## config.mk

```make
export PLATFORM = sky130hd
export DESIGN_NAME = bbat_sum
export DESIGN_NICKNAME = d
export VERILOG_FILES = /design/src/rtl/core/bounding_box_affine_transform_defines.svh /design/src/rtl/core/bbat_pkg.sv /design/src/rtl/core/bbat_sum.sv
export SDC_FILE = /design/constraint.sdc
export NUM_CORES = 2
export LEC_CHECK = 0
export ABC_AREA = 1
export BUFFER_PORTS_ARGS = -buffer_cell sky130_fd_sc_hd__buf_2
export CELL_PAD_IN_SITES_DETAIL_PLACEMENT = 0
export CELL_PAD_IN_SITES_GLOBAL_PLACEMENT = 2
export CORE_AREA = 2 2 421 423
export CTS_BUF_LIST = sky130_fd_sc_hd__clkbuf_16
export CTS_CLUSTER_SIZE = 10
export DETAILED_ROUTE_END_ITERATION = 16
export DIE_AREA = 0 0 423 425
export PLACE_DENSITY_LB_ADDON = 0.25
export RECOVER_POWER = 50
export SKIP_LAST_GASP = 1
export SLEW_MARGIN = 20
export SYNTH_ARGS = -nofsm -noshare
export SYNTH_HDL_FRONTEND = slang
export SYNTH_SLANG_ARGS = --single-unit
```

## constraint.sdc

```tcl
create_clock -name aclk -period 7.9 [get_ports aclk]
set_input_delay 1.58 -clock aclk [delete_from_list [all_inputs] [get_ports aclk]]
set_output_delay 1.58 -clock aclk [all_outputs]
set_load 0.01 [all_outputs]
```

## src/rtl/core/bounding_box_affine_transform_defines.svh

```systemverilog
// ---------------------------------------------------------------------------
// bounding box affine transform assertion macros
// concurrent checks on the block's own logic, compiled out for synthesis
// ---------------------------------------------------------------------------
`ifndef BOUNDING_BOX_AFFINE_TRANSFORM_DEFINES_SVH
`define BOUNDING_BOX_AFFINE_TRANSFORM_DEFINES_SVH

`ifndef SYNTHESIS

// same-cycle implication, disabled during reset
`define BBAT_ASSERT_NOW(label, clk, rst_n, ante, cons) \
    label: assert property (@(posedge clk) disable iff (!rst_n) (ante) |-> (cons)) \
        else $error("bbat assertion failed");

// next-cycle implication, disabled during reset
`define BBAT_ASSERT_NEXT(label, clk, rst_n, ante, cons) \
    label: assert property (@(posedge clk) disable iff (!rst_n) (ante) |=> (cons)) \
        else $error("bbat assertion failed");

`else

`define BBAT_ASSERT_NOW(label, clk, rst_n, ante, cons)
`define BBAT_ASSERT_NEXT(label, clk, rst_n, ante, cons)

`endif

`endif

```

## src/rtl/core/bbat_pkg.sv

```systemverilog
// ---------------------------------------------------------------------------
// bbat_pkg
// widths, types, register indexes and helpers of the box affine transform
// ---------------------------------------------------------------------------
package bbat_pkg;

    localparam int COORD_WIDTH = 32;
    localparam int COEF_WIDTH  = 16;
    localparam int COEF_FRAC   = COEF_WIDTH - 4;
    localparam int NUM_AXES    = 3;

    localparam int PROD_WIDTH  = COORD_WIDTH + COEF_WIDTH;
    localparam int TERM_WIDTH  = PROD_WIDTH - COEF_FRAC;
    // three terms plus the shift, two bits of growth
    localparam int SUM_WIDTH   = TERM_WIDTH + 2;

    localparam int ROW_WIDTH   = NUM_AXES * COEF_WIDTH;
    localparam int CFG_WIDTH   = (ROW_WIDTH > COORD_WIDTH) ? ROW_WIDTH : COORD_WIDTH;
    localparam int CFG_IDX_WIDTH = 3;

    localparam int BOX_WIDTH   = 2 * NUM_AXES * COORD_WIDTH;
    localparam int TDATA_WIDTH = ((BOX_WIDTH + 7) / 8) * 8;

    typedef logic signed [COORD_WIDTH-1:0] coord_t;
    typedef logic signed [COEF_WIDTH-1:0]  coef_t;
    typedef logic signed [PROD_WIDTH-1:0]  prod_t;
    typedef logic signed [TERM_WIDTH-1:0]  term_t;
    typedef logic signed [SUM_WIDTH-1:0]   sum_t;
    typedef logic [ROW_WIDTH-1:0]          row_t;

    typedef enum logic [CFG_IDX_WIDTH-1:0] {
        REG_ROW_FROM_X = 3'd0,
        REG_ROW_FROM_Y = 3'd1,
        REG_ROW_FROM_Z = 3'd2,
        REG_SHIFT_X    = 3'd3,
        REG_SHIFT_Y    = 3'd4,
        REG_SHIFT_Z    = 3'd5
    } cfg_idx_t;

    // row[k] holds coefficients applied to input axis k
    typedef struct packed {
        row_t   [NUM_AXES-1:0] row;
        coord_t [NUM_AXES-1:0] shift;
    } cfg_t;

    // per-stage load strobes
    typedef struct packed {
        logic load_prod;
        logic load_ext;
        logic load_sum;
        logic load_out;
    } pipe_ctl_t;

    function automatic coef_t coef_of(row_t row, int out_axis);
        return coef_t'(row[out_axis*COEF_WIDTH +: COEF_WIDTH]);
    endfunction

    // identity row for input axis k
    function automatic row_t ident_row(int in_axis);
        row_t r;
        r = '0;
        r[in_axis*COEF_WIDTH + COEF_FRAC] = 1'b1;
        return r;
    endfunction

endpackage

```

## src/rtl/core/bbat_sum.sv

```systemverilog
// ---------------------------------------------------------------------------
// bbat_sum
// adds the per-axis extremes and the translation, then saturates
// ---------------------------------------------------------------------------
module bbat_sum (
    input  logic                aclk,
    input  bbat_pkg::pipe_ctl_t ctl,
    input  bbat_pkg::cfg_t      cfg,
    input  bbat_pkg::term_t     mn [bbat_pkg::NUM_AXES][bbat_pkg::NUM_AXES],
    input  bbat_pkg::term_t     mx [bbat_pkg::NUM_AXES][bbat_pkg::NUM_AXES],
    output bbat_pkg::coord_t    out_lo [bbat_pkg::NUM_AXES],
    output bbat_pkg::coord_t    out_hi [bbat_pkg::NUM_AXES]
);
    import bbat_pkg::*;

    sum_t   sum_lo_next [NUM_AXES];
    sum_t   sum_hi_next [NUM_AXES];
    sum_t   sum_lo_reg  [NUM_AXES];
    sum_t   sum_hi_reg  [NUM_AXES];
    coord_t out_lo_reg  [NUM_AXES];
    coord_t out_hi_reg  [NUM_AXES];

    function automatic coord_t sat(sum_t v);
        logic [SUM_WIDTH-COORD_WIDTH:0] top;
        top = v[SUM_WIDTH-1:COORD_WIDTH-1];
        if (&top || ~|top) begin
            return v[COORD_WIDTH-1:0];
        end
        return v[SUM_WIDTH-1] ? {1'b1, {(COORD_WIDTH-1){1'b0}}}
                              : {1'b0, {(COORD_WIDTH-1){1'b1}}};
    endfunction

    always_comb begin
        for (int a = 0; a < NUM_AXES; a++) begin
            sum_lo_next[a] = sum_t'(cfg.shift[a]);
            sum_hi_next[a] = sum_t'(cfg.shift[a]);
            for (int k = 0; k < NUM_AXES; k++) begin
                sum_lo_next[a] = sum_lo_next[a] + sum_t'(mn[k][a]);
                sum_hi_next[a] = sum_hi_next[a] + sum_t'(mx[k][a]);
            end
        end
    end

    always_ff @(posedge aclk) begin
        if (ctl.load_sum) begin
            sum_lo_reg <= sum_lo_next;
            sum_hi_reg <= sum_hi_next;
        end
    end

    always_ff @(posedge aclk) begin
        if (ctl.load_out) begin
            for (int a = 0; a < NUM_AXES; a++) begin
                out_lo_reg[a] <= sat(sum_lo_reg[a]);
                out_hi_reg[a] <= sat(sum_hi_reg[a]);
            end
        end
    end

    assign out_lo = out_lo_reg;
    assign out_hi = out_hi_reg;

endmodule

```

==> results.md <==
* Endpoint required time on the critical path at 8200 ps
* Worst reg2reg endpoint: out_hi[78]
* Clock Pin Slew Worst Setup and Hold Paths at 60 ps
* TritonCTS clock tree: built
* Library cell with the largest summed area after synthesis: sky130_fd_sc_hd__edfxtp_1
* Crit path launch type: primary input
* # resized after CTS at 0
* Number of routed nets with antenna violations at 0
* Maximum buffer depth of the clock tree at 3
* Final routed wire length divided by cell count at 19.80 um
* Post-synthesis to final-layout area growth at 21.97%
* Worst R2R Start: sum_hi_reg[110]
* DR pass1 iterations at 5
* CTS Buf Count at 58
* First-pass GRT wire length at 253.1 mm
* Half-perimeter wire length after placement at 156.7 mm
* Clock sink total at 420
* Fill cell total of the finished layout at 19,440
* Vias in the first global route at 38,010
* RD Place Congestion at 0.8863
* Footprint of the flip-flops and latches at 0.01261 sq mm
* Endpoints failing setup at 0
* Starting utilization of the core area at 24.35%
* Worst hold-check path type: reg -> reg
* Netlist area before placement at 0.04270 sq mm
* Layout net count at 8,061
* Part of the Yosys area used for sequential elements at 29.54%
* Highest clock rate at 176.4 MHz
* Worst slew pin tran at 5458 ps
* Maximum number of pins on one net before global-route repair at 119
* Multi-input gate area at 0.02348 sq mm
* Level count of the clock H-tree at 2
* Mapped Cells at 5,539
* First-iteration detailed-routing DRC count at 1,638
* Violations in the final reports: max-capacitance violations, max-slew violations
* Number of maximum-capacitance constraint violations at 5
* Worst IR drop on VDD at 0.1542 mV
* Most instantiated library cell after synthesis: sky130_fd_sc_hd__inv_1
* Slew HR at -263.9%
* Overall global routing resource usage at 19.29%
* Leak pwr at 28.92 nW
* Share of the core filled with cells in the final layout at 29.70%
* Number of max-slew violations in the final report at 255
* Flip-flop and latch count after synthesis at 420
* Portion of synthesized cell area occupied by the leading cell type at 29.54%
* Worst Hold Path Cells at 0
* Highest fanout seen on the critical path at 112
* Width of the chip at 423 um
* Syn nets at 7,092
* Overall via count from detail_route at 36,140
* Syn. warnings at 0
* Total power density per cell area at 281.1 mW/mm^2
* Synth top area cells: sky130_fd_sc_hd__edfxtp_1, sky130_fd_sc_hd__fa_1, sky130_fd_sc_hd__inv_1
* CP Cell Sequence: clkbuf_1 -> buf_12
* DRC violations left at 0
* Crit path buffers/inverters at 2
* Overall die height at 425 um
* Average cell area after synthesis at 7.709 sq um
* Setup clock skew after layout at 28.34 ps
* PortBufs at 938
* Number of hold-slack violations in the final timing report at 0
* Core Area at 0.1753 sq mm
* Ys async rst share at 0%
* EDFF count, synth at 420
* Count of cell instances traversed by the critical path at 2
* Final critical-path required period at 5669 ps
* Worst-Skew Late Latency at 690 ps
* Rows at 154
* Post-synthesis cell type count at 24
* Initial antenna violation count at 30
* Crit share post-route at 71.76%
* Via count normalized by instance count at 4.065
* Total negative slack for setup checks at 0 ps
* Internal reg-to-reg setup slack at 4400 ps
* Critical-path cell with the highest stage delay: sky130_fd_sc_hd__clkbuf_1
* Overflow left after global routing at 0
* Cell at the root of the clock tree: sky130_fd_sc_hd__clkbuf_16
* Worst r2r path cells at 6
* End point of the most critical hold path: out_hi[31]
* List of most frequent post-synthesis cells: sky130_fd_sc_hd__inv_1, sky130_fd_sc_hd__nand2_1, sky130_fd_sc_hd__fa_1
* Start point of the worst hold path: sum_hi_reg[37]
* Full die area at 0.1798 sq mm
* Number of buffers inserted for hold repair after clock tree synthesis at 0
* Ys flop type: sky130_fd_sc_hd__edfxtp_1
* Share of cells above drive strength 1 at 16.33%
* Total wirelength of the detailed-routed design at 176.1 mm
* Arr. time, crit path at 5970 ps
* Nature of the critical path endpoint: flop
* Status: finished with violations
* Count of boundary I/O pins at 1,085
* Largest stage delay on the critical path at 3740 ps
* Unrepaired setup endpoints after global routing: no
* Cell type group with the largest total delay on the critical path: buffers and inverters
* Start-to-end type of the worst setup path: in -> reg
* Count of buffers added by post-CTS timing repair for setup at 0
layout by cell type (no fill, tap or decap), types with 3 or more instances in the layout:
master                       synthesis  routed
sky130_fd_sc_hd__o21bai_1           30      30
sky130_fd_sc_hd__xor2_1             97      97
sky130_fd_sc_hd__and2_1             12      12
sky130_fd_sc_hd__inv_1            1709    1722
sky130_fd_sc_hd__nand2_2             8       8
sky130_fd_sc_hd__nor2_1            288     288
sky130_fd_sc_hd__clkinv_1            0       5
sky130_fd_sc_hd__a31oi_1            12      12
sky130_fd_sc_hd__o21ai_0            96      96
sky130_fd_sc_hd__xnor2_1            23      23
sky130_fd_sc_hd__nand2_1          1657    1657
sky130_fd_sc_hd__nand4_1            23      23
sky130_fd_sc_hd__nand3_2            38      39
sky130_fd_sc_hd__clkbuf_1            6      13
sky130_fd_sc_hd__nand3_1           135     134
sky130_fd_sc_hd__fa_1              438     438
sky130_fd_sc_hd__nor3_1             77      77
sky130_fd_sc_hd__diode_2             0       3
sky130_fd_sc_hd__ha_1              222     222
sky130_fd_sc_hd__bufinv_16           0       6
sky130_fd_sc_hd__a21oi_1           203     203
sky130_fd_sc_hd__edfxtp_1          420     420
sky130_fd_sc_hd__clkbuf_16           0      59
sky130_fd_sc_hd__nor4_1              6       6
sky130_fd_sc_hd__clkinvlp_4          0       7
sky130_fd_sc_hd__clkinv_2            0       7
sky130_fd_sc_hd__buf_4               0       5
sky130_fd_sc_hd__buf_2              36     930
area by class of cell:
class                           instances  area share (%)
Antenna cell                            3         0.01442
Clock inverter                         41          0.7160
Tap cell                             2340           5.622
Clock buffer                           59           2.835
Inverter                             1710           12.32
Timing Repair Buffer                  951           9.190
Multi-Input combinational cell       3367           45.08
Sequential cell                       420           24.22
stage by stage:
step	instance area, sq um	cells	worst slack (ps)	hold slack [ps]	power (W)
floorplan	42700	5539	3623	487.4	0.008871
global placement	50290	8788	2798	484.6	0.01225
detailed placement	50290	8788	2813	477.7	0.01221
CTS	52140	8888	3576	491.3	0.01498
global route	52080	8891	1838	511.0	0.01600
finish	52080	8891	2231	489.5	0.01464
logic make-up (layout without fill, tap and decap cells):
| group | Yosys count | after routing | share of synthesized area, % |
|---|---|---|---|
| AOI/OAI and AO/OA | 343 | 343 | 4.263 |
| adders and majority gates | 660 | 660 | 27.04 |
| DFF | 420 | 420 | 29.54 |
| other | 0 | 3 | 0 |
| buffers and inverters | 1752 | 2761 | 15.51 |
| and+or+nand+nor | 2244 | 2244 | 21.19 |
| xor gates and xnor gates | 120 | 120 | 2.461 |
metal layers:
metal  part of all wire (%)  global-route usage [%]
met1                     43                   24.16
met4                    2.5                   4.674
met5                   0.14                       0
met3                    4.7                   3.458
met2                     50                   34.19
power by group:
| part | internal (W) | switching (W) |
|---|---|---|
| combinational | 0.00261 | 0.00540 |
| sequential | 0.00371 | 0.000276 |
| clock | 0.00154 | 0.00111 |
worst max path at each step:
stage | from | endpoint | slack [ps]
6_report | ctl[0] | out_lo[56] | 2230
5_1_grt | ctl[0] | out_lo[56] | 1840
4_1_cts | cfg[31] | sum_hi_reg[109] | 3580
3_5_place_dp | cfg[31] | sum_hi_reg[109] | 2810
3_3_place_gp | cfg[31] | sum_hi_reg[113] | 2800
2_1_floorplan | cfg[1] | sum_hi_reg[109] | 3620
Power figures use the tool's default switching activity.
