$ cat config.mk
export PLATFORM = sky130hd
export DESIGN_NAME = bbat_cfg
export DESIGN_NICKNAME = d
export VERILOG_FILES = /design/src/rtl/core/bounding_box_affine_transform_defines.svh /design/src/rtl/core/bbat_pkg.sv /design/src/rtl/core/bbat_cfg.sv
export SDC_FILE = /design/constraint.sdc
export NUM_CORES = 1
export LEC_CHECK = 0
export BUFFER_PORTS_ARGS = -buffer_cell sky130_fd_sc_hd__buf_2
export CAP_MARGIN = 10
export CORE_AREA = 2 2 142 144
export CTS_BUF_LIST = sky130_fd_sc_hd__clkbuf_2 sky130_fd_sc_hd__clkbuf_4 sky130_fd_sc_hd__clkbuf_8
export DETAILED_ROUTE_END_ITERATION = 12
export DIE_AREA = 0 0 144 146
export PLACE_DENSITY = 0.72
export SETUP_SLACK_MARGIN = 0.5
export SKIP_CTS_REPAIR_TIMING = 1
export SYNTH_ARGS = -nofsm -noshare
export SYNTH_HDL_FRONTEND = slang
export SYNTH_SLANG_ARGS = --single-unit
$ cat constraint.sdc
create_clock -name aclk -period 2 [get_ports aclk]
set_input_delay 0.4 -clock aclk [delete_from_list [all_inputs] [get_ports aclk]]
set_output_delay 0.4 -clock aclk [all_outputs]
set_load 0.02 [all_outputs]
$ cat src/rtl/core/bounding_box_affine_transform_defines.svh
// ---------------------------------------------------------------------------
// bounding box affine transform assertion macros
// concurrent checks on the block's own logic, compiled out for synthesis
// ---------------------------------------------------------------------------
`ifndef BOUNDING_BOX_AFFINE_TRANSFORM_DEFINES_SVH
`define BOUNDING_BOX_AFFINE_TRANSFORM_DEFINES_SVH

`ifndef SYNTHESIS

// same-cycle implication, disabled during reset
`define BBAT_ASSERT_NOW(label, clk, rst_n, ante, cons) \
    label: assert property (@(posedge clk) disable iff (!rst_n) (ante) |-> (cons)) \
        else $error("bbat assertion failed");

// next-cycle implication, disabled during reset
`define BBAT_ASSERT_NEXT(label, clk, rst_n, ante, cons) \
    label: assert property (@(posedge clk) disable iff (!rst_n) (ante) |=> (cons)) \
        else $error("bbat assertion failed");

`else

`define BBAT_ASSERT_NOW(label, clk, rst_n, ante, cons)
`define BBAT_ASSERT_NEXT(label, clk, rst_n, ante, cons)

`endif

`endif

$ cat src/rtl/core/bbat_pkg.sv
// ---------------------------------------------------------------------------
// bbat_pkg
// widths, types, register indexes and helpers of the box affine transform
// ---------------------------------------------------------------------------
package bbat_pkg;

    localparam int COORD_WIDTH = 32;
    localparam int COEF_WIDTH  = 16;
    localparam int COEF_FRAC   = COEF_WIDTH - 4;
    localparam int NUM_AXES    = 3;

    localparam int PROD_WIDTH  = COORD_WIDTH + COEF_WIDTH;
    localparam int TERM_WIDTH  = PROD_WIDTH - COEF_FRAC;
    // three terms plus the shift, two bits of growth
    localparam int SUM_WIDTH   = TERM_WIDTH + 2;

    localparam int ROW_WIDTH   = NUM_AXES * COEF_WIDTH;
    localparam int CFG_WIDTH   = (ROW_WIDTH > COORD_WIDTH) ? ROW_WIDTH : COORD_WIDTH;
    localparam int CFG_IDX_WIDTH = 3;

    localparam int BOX_WIDTH   = 2 * NUM_AXES * COORD_WIDTH;
    localparam int TDATA_WIDTH = ((BOX_WIDTH + 7) / 8) * 8;

    typedef logic signed [COORD_WIDTH-1:0] coord_t;
    typedef logic signed [COEF_WIDTH-1:0]  coef_t;
    typedef logic signed [PROD_WIDTH-1:0]  prod_t;
    typedef logic signed [TERM_WIDTH-1:0]  term_t;
    typedef logic signed [SUM_WIDTH-1:0]   sum_t;
    typedef logic [ROW_WIDTH-1:0]          row_t;

    typedef enum logic [CFG_IDX_WIDTH-1:0] {
        REG_ROW_FROM_X = 3'd0,
        REG_ROW_FROM_Y = 3'd1,
        REG_ROW_FROM_Z = 3'd2,
        REG_SHIFT_X    = 3'd3,
        REG_SHIFT_Y    = 3'd4,
        REG_SHIFT_Z    = 3'd5
    } cfg_idx_t;

    // row[k] holds coefficients applied to input axis k
    typedef struct packed {
        row_t   [NUM_AXES-1:0] row;
        coord_t [NUM_AXES-1:0] shift;
    } cfg_t;

    // per-stage load strobes
    typedef struct packed {
        logic load_prod;
        logic load_ext;
        logic load_sum;
        logic load_out;
    } pipe_ctl_t;

    function automatic coef_t coef_of(row_t row, int out_axis);
        return coef_t'(row[out_axis*COEF_WIDTH +: COEF_WIDTH]);
    endfunction

    // identity row for input axis k
    function automatic row_t ident_row(int in_axis);
        row_t r;
        r = '0;
        r[in_axis*COEF_WIDTH + COEF_FRAC] = 1'b1;
        return r;
    endfunction

endpackage

$ cat src/rtl/core/bbat_cfg.sv
// ---------------------------------------------------------------------------
// bbat_cfg
// coefficient and translation registers behind the write channel
// ---------------------------------------------------------------------------
module bbat_cfg (
    input  logic                             aclk,
    input  logic                             aresetn,
    input  logic                             wr_en,
    input  logic [bbat_pkg::CFG_IDX_WIDTH-1:0] wr_index,
    input  logic [bbat_pkg::CFG_WIDTH-1:0]   wr_data,
    output bbat_pkg::cfg_t                   cfg
);
    import bbat_pkg::*;

    cfg_t cfg_reg;
    cfg_t cfg_next;

    always_comb begin
        cfg_next = cfg_reg;
        if (wr_en) begin
            case (wr_index)
                REG_ROW_FROM_X: cfg_next.row[0]   = wr_data[ROW_WIDTH-1:0];
                REG_ROW_FROM_Y: cfg_next.row[1]   = wr_data[ROW_WIDTH-1:0];
                REG_ROW_FROM_Z: cfg_next.row[2]   = wr_data[ROW_WIDTH-1:0];
                REG_SHIFT_X:    cfg_next.shift[0] = wr_data[COORD_WIDTH-1:0];
                REG_SHIFT_Y:    cfg_next.shift[1] = wr_data[COORD_WIDTH-1:0];
                REG_SHIFT_Z:    cfg_next.shift[2] = wr_data[COORD_WIDTH-1:0];
                default: ;
            endcase
        end
    end

    always_ff @(posedge aclk) begin
        if (!aresetn) begin
            for (int k = 0; k < NUM_AXES; k++) begin
                cfg_reg.row[k]   <= ident_row(k);
                cfg_reg.shift[k] <= '0;
            end
        end else begin
            cfg_reg <= cfg_next;
        end
    end

    assign cfg = cfg_reg;

endmodule

==> results.md, run 1 <==
* Status: completed
* Synthesis Warnings at 0
* Total I/O pin count at 294
* Non-Filler Instances at 1420
* Fmax at 688 MHz
* Hold Fails Final Rpt at 0
* Synth Flop Type: dfxtp_1
* Clock skew at 0 ns
* Routed Antenna Nets at 0
* DR DRC count at 0
* Fin crit share at 72.7%
* Total die area at 0.0210 mm2
* Placed insts at 1356
* Lkg Pwr at 6.17 nW
* Leading cell types by count after synthesis: nand2_1 (285), dfxtp_1 (240), mux2i_1 (240)
* Hold WS at 0.185 ns
* FF/Latch Area at 0.00480 mm2
* WP data required at 1.60 ns
* Max reg flops at 240
* Fillers at 1717
* Area of the multi-input gates at 0.00366 mm2
* Area Growth Syn to Fin at 29.9%
* Crit-path cells: buf_2
* GR Overflow Total at 0
* Syn Std Cell Area at 0.00868 mm2
* Synth top area cells: dfxtp_1 (55%), mux2i_1 (28%), nand2_1 (12%)
* CTS tree: built
* TritonCTS buffer count at 39
* Endpoint type of the worst setup path: primary output
* Unrepaired setup endpoints after global routing: false
* Max clock buf depth at 3
* Overall Global Routing Usage at 21.5%
* Sequential area share after synthesis at 55.4%
* Routability cong. at 0.811
* Die X at 144 um
* Most numerous cell in the Yosys netlist: nand2_1
* Largest net degree at the start of global routing at 61
* Initial DRC count at 224
* Buf/Inv on CP at 1
* Diode count at 0
* Seq cells post-synth at 240
* Crit path largest cell delay at 0.36 ns
* Netlist cell types at 13
* Port buffer count at 293
* Syn_area_per_cell at 10.4 um2
* Max FO, Critical Path at 2
* Nets at 1186
* First-pass GRT wire length at 36.1 mm
* Dpl cell area at 0.0105 mm2
* Mean routed wirelength per cell at 16.3 um
* Design area at 0.0113 mm2
* Post-synth top area share at 55.4%
* Worst slew margin at 57.4%
* Hold Path Class: in -> reg
* Clk Latency, worst-skew pair at 0.50 ns
* Row cnt at 51
* MaxCap Viol Count at 0
* Die height at 146 um
* Total number of vias at 6862
* Worst path slowest cell: dfxtp_1
* Setup TNS at 0 ns
* CTS Sinks at 240
* Vias in the first global route at 6731
* Layout cell share with drive strength beyond 1 at 33.1%
* Ys async rst share at 0%
* Syn Nets at 892
* H-tree lvl count at 2
* Initial antenna violation count at 0
* Actual slew at the worst max-slew pin at 0.639 ns
* Number of synthesized flops with an enable pin at 0
* CTS Root Cell: clkbuf_8
* Post-place setup slack at 0.333 ns
* Drt via density at 4.83
* VDD IR max at 612 uV
* Tot Pwr at 9.86 mW
* Final WL at 23.1 mm
* CP startpoint kind: flip-flop
* Final worst path period need at 1.45 ns
* Area leader, netlist: dfxtp_1
* CP delay by family, top: flip-flops
* Initial Util at 44.9%
* Final setup fails at 0
* Arrival time worst endpoint at 1.05 ns
* DRT Pass-1 Iters at 5
* Core Area at 0.0193 mm2
* Final Slew Violations at 0
* CP Class: reg -> out
* Clk slew on worst S/H paths at 0.06 ns
* Setup slack after layout at 0.546 ns
* Final Util at 58.3%
* Syn Inst Count at 838
* Pwr Density at 875 mW/mm2
* Dpl hpwl at 15.7 mm
final timing paths:
kind	start	slack (ns)	cells past startpoint	to
setup / recovery	cfg[203]	0.55	1	cfg[203]
hold / removal	wr_data[28]	0.19	3	cfg[172]
setup reg to reg	cfg[89]	1.36	2	cfg[89]
hold reg to reg	cfg[140]	0.45	2	cfg[140]
worst reg2reg max path: stages (launching register included):
cell and delay, ns:
dfxtp_1 0.35, nand2_1 0.06, mux2i_1 0.16
cells by family (layout without fill, tap and decap cells):
logic type	count (synthesis)	after routing	share of synthesized area [%]
muxes	240	240	27.7
buffers and inverters	60	377	3.29
DFF	240	240	55.4
and+or+nand+nor	298	298	13.6
area by class of cell:
class | instances | area share [%]
Sequential cell | 240 | 42.6
Multi-Input combinational cell | 538 | 32.5
Timing Repair Buffer | 313 | 15.2
Clock buffer | 62 | 6.68
Tap cell | 265 | 2.94
Clock inverter | 2 | 0.0888
report_power, final:
group          internal [mW]  switching (mW)
Sequential              4.89          0.0517
Clock                   2.36            1.80
Combinational          0.266           0.492
Total                   7.52            2.34
cell usage in the layout, fill, tap and decap left out, drive strengths merged:
| cell | netlist | routed |
|---|---|---|
| buf | 29 | 312 |
| nand2 | 285 | 285 |
| mux2i | 240 | 240 |
| dfxtp | 240 | 240 |
| clkbuf | 31 | 63 |
| nor2b | 6 | 6 |
| nand4bb | 3 | 3 |
| nand4b | 2 | 2 |
| clkinv | 0 | 2 |
| nor4b | 1 | 1 |
| nor4bb | 1 | 1 |
layer usage:
layer  wire length [um]  GRT usage, %  share of wire [%]
met4                613          7.25                2.6
met2              11100          36.7                 48
met5                  0             0                  0
met1               9610          25.5                 42
met3               1860          6.61                8.0
(Power assumes the default switching activity.)
==> run 2: changes to the inputs <==
--- a/config.mk
+++ b/config.mk
@@ -5,13 +5,14 @@
 export SDC_FILE = /design/constraint.sdc
 export NUM_CORES = 1
 export LEC_CHECK = 0
+export ABC_AREA = 1
 export BUFFER_PORTS_ARGS = -buffer_cell sky130_fd_sc_hd__buf_2
 export CAP_MARGIN = 10
-export CORE_AREA = 2 2 142 144
+export CORE_AREA = 2 2 148 150
 export CTS_BUF_LIST = sky130_fd_sc_hd__clkbuf_2 sky130_fd_sc_hd__clkbuf_4 sky130_fd_sc_hd__clkbuf_8
 export DETAILED_ROUTE_END_ITERATION = 12
-export DIE_AREA = 0 0 144 146
-export PLACE_DENSITY = 0.72
+export DIE_AREA = 0 0 150 152
+export PLACE_DENSITY = 0.71
 export SETUP_SLACK_MARGIN = 0.5
 export SKIP_CTS_REPAIR_TIMING = 1
 export SYNTH_ARGS = -nofsm -noshare
==> constraint.sdc (replaced) <==
create_clock -name aclk -period 1.4 [get_ports aclk]
set_input_delay 0.28 -clock aclk [delete_from_list [all_inputs] [get_ports aclk]]
set_output_delay 0.28 -clock aclk [all_outputs]
set_load 0.02 [all_outputs]
==> run 2 against run 1 <==
Register-to-register slack worse by 0.70 ns. Area after synthesis up 8.9%. Largest cell class unchanged. Sequential power up 48%. Routed wire length up 39%.
==> results.md, run 2 <==
* Clock skew at 0 ns (unchanged)
* Worst slew margin at 74.8% (was 57.4%)
* Hold Path Depth at 2 (was 3)
* Leading cell types by count after synthesis: nor2_1 (481), nand2_1 (252), dfxtp_1 (240), nand3_1 (240), buf_2 (51) (was nand2_1 (285), dfxtp_1 (240), mux2i_1 (240))
* Crit-path cells: buf_6 (was buf_2)
* Final Util at 67.8% (was 58.3%)
* Max clock buf depth at 3 (unchanged)
* Syn Std Cell Area at 0.00945 mm2 (was 0.00868 mm2)
* Leading cell types in the layout, fill and taps excluded: nor2_1 (474), nand2_1 (247), buf_6 (241) (was buf_2 (292), nand2_1 (285), mux2i_1 (240), dfxtp_1 (240), clkbuf_8 (47))
* Routability cong. at 0.873 (was 0.811)
* Hold Path Class: in -> reg (unchanged)
* Vias in the first global route at 9009 (was 6731)
* Synthesis Warnings at 0 (unchanged)
* TritonCTS buffer count at 41 (was 39)
* Placed insts at 1893 (was 1356)
* Post-place setup slack at 0.0335 ns (was 0.333 ns)
* Total number of vias at 10000 (was 6862)
* Overall Global Routing Usage at 25.5% (was 21.5%)
* Die X at 150 um (was 144 um)
* Area of the multi-input gates at 0.00408 mm2 (was 0.00366 mm2)
* CTS Sinks at 240 (unchanged)
* Sequential area share after synthesis at 50.8% (was 55.4%)
* Initial antenna violation count at 1 (was 0)
* Arrival time worst endpoint at 1.02 ns (was 1.05 ns)
* Area Growth Syn to Fin at 53.2% (was 29.9%)
* Routed Antenna Nets at 0 (unchanged)
* Syn_area_per_cell at 6.90 um2 (was 10.4 um2)
* Ys async rst share at 0% (unchanged)
* Fmax at 769 MHz
* Layout cell share with drive strength beyond 1 at 40.6% (was 33.1%)
* Synth top area cells: dfxtp_1 (51%), nor2_1 (19%), nand3_1 (13%) (was dfxtp_1 (55%), mux2i_1 (28%), nand2_1 (12%))
* Hold WS at 0.0340 ns (was 0.185 ns)
* Syn Inst Count at 1370 (was 838)
* Die height at 152 um (was 146 um)
* R2R cell count at 3 (was 2)
* VDD IR max at 808 uV (was 612 uV)
* Crit path largest cell delay at 0.36 ns (about the same)
* Actual slew at the worst max-slew pin at 0.378 ns (was 0.639 ns)
* Lkg Pwr at 6.61 nW (was 6.17 nW)
* Port buffer count at 293 (unchanged)
* Critical Path Stages at 1 (unchanged)
* Max FO, Critical Path at 2 (unchanged)
* CP delay by family, top: flip-flops (unchanged)
* Dpl hpwl at 20.0 mm (was 15.7 mm)
* First-pass GRT wire length at 47.2 mm (was 36.1 mm)
* FF/Latch Area at 0.00510 mm2 (was 0.00480 mm2)
* Syn Nets at 1424 (was 892)
* Tot Pwr at 16.1 mW (was 9.86 mW)
* Row cnt at 54 (was 51)
* Netlist cell types at 12 (was 13)
* CTS Root Cell: clkbuf_8 (unchanged)
* Pwr Density at 1110 mW/mm2 (was 875 mW/mm2)
* Unrepaired setup endpoints after global routing: true (was false)
* Fin crit share at 92.8%
* Most numerous cell in the Yosys netlist: nor2_1 (was nand2_1)
* CP Class: reg -> out (unchanged)
* Drt via density at 5.07 (was 4.83)
* Initial DRC count at 609 (was 224)
* Final Slew Violations at 0 (unchanged)
* Hold Fails Final Rpt at 0 (unchanged)
* Final WL at 32.1 mm (was 23.1 mm)
* Max reg flops at 240 (unchanged)
* DR DRC count at 0 (unchanged)
* Worst path slowest cell: dfxtp_2 (was dfxtp_1)
* Setup slack after layout at 0.100 ns (was 0.546 ns)
* Total I/O pin count at 294 (unchanged)
* MaxCap Viol Count at 0 (unchanged)
* Core Area at 0.0214 mm2 (was 0.0193 mm2)
* CP startpoint kind: flip-flop (unchanged)
* Final worst path period need at 1.30 ns
* Initial Util at 44.3% (was 44.9%)
* Non-Filler Instances at 1981 (was 1420)
* Number of synthesized flops with an enable pin at 0 (unchanged)
* Final setup fails at 0 (unchanged)
* Setup TNS at 0 ns (unchanged)
* Commonest non-fill, non-tap cell in the layout: nor2_1 (was buf_2)
* Largest net degree at the start of global routing at 86 (was 61)
* GR Overflow Total at 0 (unchanged)
* Clk Latency, worst-skew pair at 0.53 ns (was 0.50 ns)
* Post-synth top area share at 50.8% (was 55.4%)
* H-tree lvl count at 2 (unchanged)
* Clk slew on worst S/H paths at 0.06 ns (about the same)
* Seq cells post-synth at 240 (unchanged)
* Synth Flop Type: dfxtp_1 (unchanged)
* WP data required at 1.12 ns (was 1.60 ns)
* Buf/Inv on CP at 1 (unchanged)
* Area leader, netlist: dfxtp_1 (unchanged)
* CTS tree: built (unchanged)
* Endpoint type of the worst setup path: primary output (unchanged)
* Nets at 1724 (was 1186)
* Status: completed (unchanged)
* Dpl cell area at 0.0117 mm2 (was 0.0105 mm2)
* DRT Pass-1 Iters at 5 (unchanged)
* Mean routed wirelength per cell at 16.2 um (was 16.3 um)
* Design area at 0.0145 mm2 (was 0.0113 mm2)
* Fillers at 1711 (was 1717)
* Flop-to-flop setup slack at 0.66 ns (was 1.36 ns)
* Total die area at 0.0228 mm2 (was 0.0210 mm2)
-- run 2: cell count changes after synthesis, sizes merged, moves of 5 or more --
cell	before	now
clkbuf	31	26
buf	29	74
nor2	0	484
nand3	0	240
nand2	285	252
inv	0	54
nor2b	6	0
mux2i	240	0
-- run 2: routing by layer --
metal	part of all wire (%)	track usage, %	vias up
met4	3.2	9.39	2
met1	39	31.6	4639
li1	-	-	4839
met5	0.037	0	-
met3	8.9	7.30	80
met2	49	42.2	484
-- run 2: cell families (layout without fill, tap and decap cells) --
family,count (synthesis),after routing,share of synthesized area (%)
other,0,1,0
buffers and inverters,154,484,7.15
and+or+nand+nor,976,976,42.0
DFF,240,240,50.8
-- run 2: layout make-up --
type | instances | share of cell area, %
Sequential cell | 240 | 35.3
Inverter | 54 | 1.66
Multi-Input combinational cell | 976 | 28.2
Clock inverter | 11 | 0.605
Tap cell | 280 | 2.42
Clock buffer | 62 | 5.29
Antenna cell | 1 | 0.0173
Timing Repair Buffer | 357 | 26.6
-- run 2: worst paths after layout --
kind / start / endpoint
setup reg to reg: cfg[43] / cfg[43]
hold reg to reg: cfg[118] / cfg[118]
setup / recovery: cfg[161] / cfg[161]
hold / removal: aresetn / cfg[172]
-- run 2: power by group --
group | internal (mW) | switching, mW
logic | 0.976 | 1.33
registers | 7.12 | 0.188
clock network | 3.69 | 2.84
total | 11.8 | 4.36
==> run 3: changes to the inputs <==
--- a/config.mk
+++ b/config.mk
@@ -8,11 +8,13 @@
 export ABC_AREA = 1
 export BUFFER_PORTS_ARGS = -buffer_cell sky130_fd_sc_hd__buf_2
 export CAP_MARGIN = 10
-export CORE_AREA = 2 2 148 150
+export CELL_PAD_IN_SITES_DETAIL_PLACEMENT = 0
+export CELL_PAD_IN_SITES_GLOBAL_PLACEMENT = 1
+export CORE_AREA = 2 2 188 144
 export CTS_BUF_LIST = sky130_fd_sc_hd__clkbuf_2 sky130_fd_sc_hd__clkbuf_4 sky130_fd_sc_hd__clkbuf_8
 export DETAILED_ROUTE_END_ITERATION = 12
-export DIE_AREA = 0 0 150 152
-export PLACE_DENSITY = 0.71
+export DIE_AREA = 0 0 190 146
+export PLACE_DENSITY = 0.82
 export SETUP_SLACK_MARGIN = 0.5
 export SKIP_CTS_REPAIR_TIMING = 1
 export SYNTH_ARGS = -nofsm -noshare
==> run 3 against run 2 <==
Routed wire length rose by 1.2%. Maximum frequency rose by 1.5%. Final area fell by 0.65%. Sequential power barely moved. Largest cell class unchanged. Global-route usage fell by 3.2 points. Power fell by 1.2%. Die area rose by 22%. Via count fell by 5.0%. Largest power group unchanged. Non-clock buffer count fell by 13.
==> results.md, run 3 (synthesized netlist as in run 2, its figures left out) <==
* Worst setup startpoint: cfg[32] (was cfg[161])
* Final setup fails at 0 (unchanged)
* Max reg flops at 240 (unchanged)
* R2R cell count at 3 (unchanged)
* Fmax at 781 MHz (was 769 MHz)
* Lkg Pwr at 6.52 nW (was 6.61 nW)
* Max clock buf depth at 3 (unchanged)
* WP data required at 1.12 ns (about the same)
* First-pass GRT wire length at 49.5 mm (was 47.2 mm)
* FF/Latch Area at 0.00510 mm2 (unchanged)
* Layout cell share with drive strength beyond 1 at 39.8% (was 40.6%)
* Port buffer count at 293 (unchanged)
* Actual slew at the worst max-slew pin at 0.377 ns (was 0.378 ns)
* CP Class: reg -> out (unchanged)
* MaxCap Viol Count at 0 (unchanged)
* Endpoint type of the worst setup path: primary output (unchanged)
* Total I/O pin count at 294 (unchanged)
* Total die area at 0.0277 mm2 (was 0.0228 mm2)
* Nets at 1711 (was 1724)
* Setup TNS at 0 ns (unchanged)
* CTS Root Cell: clkbuf_8 (unchanged)
* Routing usage on met2 at 34.4% (was 42.2%)
* Crit-path cells: buf_6 (unchanged)
* Routability cong. at 0.771 (was 0.873)
* Total number of vias at 9538 (was 10000)
* Min-delay src: aresetn (unchanged)
* CTS tree: built (unchanged)
* CTS Sinks at 240 (unchanged)
* H-tree lvl count at 2 (unchanged)
* VDD IR max at 559 uV (was 808 uV)
* Clk Latency, worst-skew pair at 0.52 ns (was 0.53 ns)
* DR DRC count at 0 (unchanged)
* TritonCTS buffer count at 41 (unchanged)
* Reg2reg start: cfg[238] (was cfg[43])
* Critical Path Stages at 1 (unchanged)
* GR Overflow Total at 0 (unchanged)
* Crit path largest cell delay at 0.35 ns (was 0.36 ns)
* Max FO, Critical Path at 2 (unchanged)
* Area of the multi-input gates at 0.00410 mm2 (was 0.00408 mm2)
* Mean routed wirelength per cell at 16.0 um (was 16.2 um)
* Final Util at 55.9% (was 67.8%)
* Die height at 146 um (was 152 um)
* Final Slew Violations at 0 (unchanged)
* Status: completed (unchanged)
* Row cnt at 51 (was 54)
* Initial Util at 36.8% (was 44.3%)
* Area Growth Syn to Fin at 52.2% (was 53.2%)
* Drt via density at 4.71 (was 5.07)
* Final WL at 32.5 mm (was 32.1 mm)
* Hold Fails Final Rpt at 0 (unchanged)
* Unrepaired setup endpoints after global routing: true (unchanged)
* Met3 Resource Use GR at 6.73% (was 7.30%)
* Dpl hpwl at 21.0 mm (was 20.0 mm)
* Fillers at 2472 (was 1711)
* Worst path slowest cell: dfxtp_2 (unchanged)
* Clock skew at 0 ns (unchanged)
* Clk slew on worst S/H paths at 0.06 ns (about the same)
* Arrival time worst endpoint at 1.00 ns (was 1.02 ns)
* Final worst path period need at 1.28 ns (was 1.30 ns)
* Pwr Density at 1110 mW/mm2 (about the same)
* Vias in the first global route at 8794 (was 9009)
* Hold Path Class: in -> reg (unchanged)
* GR Util met1 at 30.6% (was 31.6%)
* Initial antenna violation count at 1 (unchanged)
* CP delay by family, top: flip-flops (unchanged)
* Die X at 190 um (was 150 um)
* Hold Path Depth at 2 (unchanged)
* Largest net degree at the start of global routing at 73 (was 86)
* Worst slew margin at 74.9% (was 74.8%)
* Commonest non-fill, non-tap cell in the layout: nor2_1 (unchanged)
* Buf/Inv on CP at 1 (unchanged)
* Initial DRC count at 595 (was 609)
* CP startpoint kind: flip-flop (unchanged)
* Fin crit share at 91.5% (was 92.8%)
* Core Area at 0.0257 mm2 (was 0.0214 mm2)
* Routed Antenna Nets at 0 (unchanged)
* DRT Pass-1 Iters at 6 (was 5)
* Overall Global Routing Usage at 22.3% (was 25.5%)
* Leading cell types in the layout, fill and taps excluded: nor2_1 (474), nand2_1 (247), buf_6 (241) (unchanged)
* Grt peak-use layer: met2 (unchanged)
[run 3: stage by stage]
stage / total power, mW / std cells / cell area, um2 / setup slack (ns) / hold slack [ns]
2_1_floorplan: 8.62 / 1370 / 9840 / 0.438 / 0.389
3_3_place_gp: 9.31 / 1949 / 11700 / 0.0617 / 0.444
3_5_place_dp: 9.33 / 1949 / 11700 / 0.0560 / 0.456
4_1_cts: 15.8 / 2014 / 12500 / 0.00525 / -0.0498
5_1_grt: 16.7 / 2024 / 14400 / 0.0648 / 0.0351
6_report: 15.9 / 2024 / 14400 / 0.119 / 0.0577
[run 3: area by class of cell]
class                      count  share of cell area, %
tap                          344                   2.99
clock buffer                  62                   5.37
clock inverter                 3                  0.278
timing repair buffer         344                   25.7
inverter                      54                   1.67
antenna                        1                 0.0174
multi-input combinational    976                   28.5
sequential                   240                   35.5
[run 3: path summary, 6_finish.rpt]
check | to | slack (ns)
worst max-delay path | cfg[32] | 0.12
worst min-delay path | cfg[108] | 0.06
worst max register to register | cfg[238] | 0.70
worst min register to register | cfg[119] | 0.47
[run 3: power by group]
group / switching [mW] / internal, mW / leakage, nW
Sequential: 0.186 / 7.12 / 2.06
Combinational: 1.32 / 0.939 / 4.02
Clock: 2.72 / 3.66 / 0.434
Total: 4.22 / 11.7 / 6.52
[run 3: routing by layer]
metal | part of all wire [%] | wire length, um
met4 | 1.6 | 506
met2 | 46 | 14800
met5 | 0 | 0
met3 | 9.0 | 2920
met1 | 44 | 14200
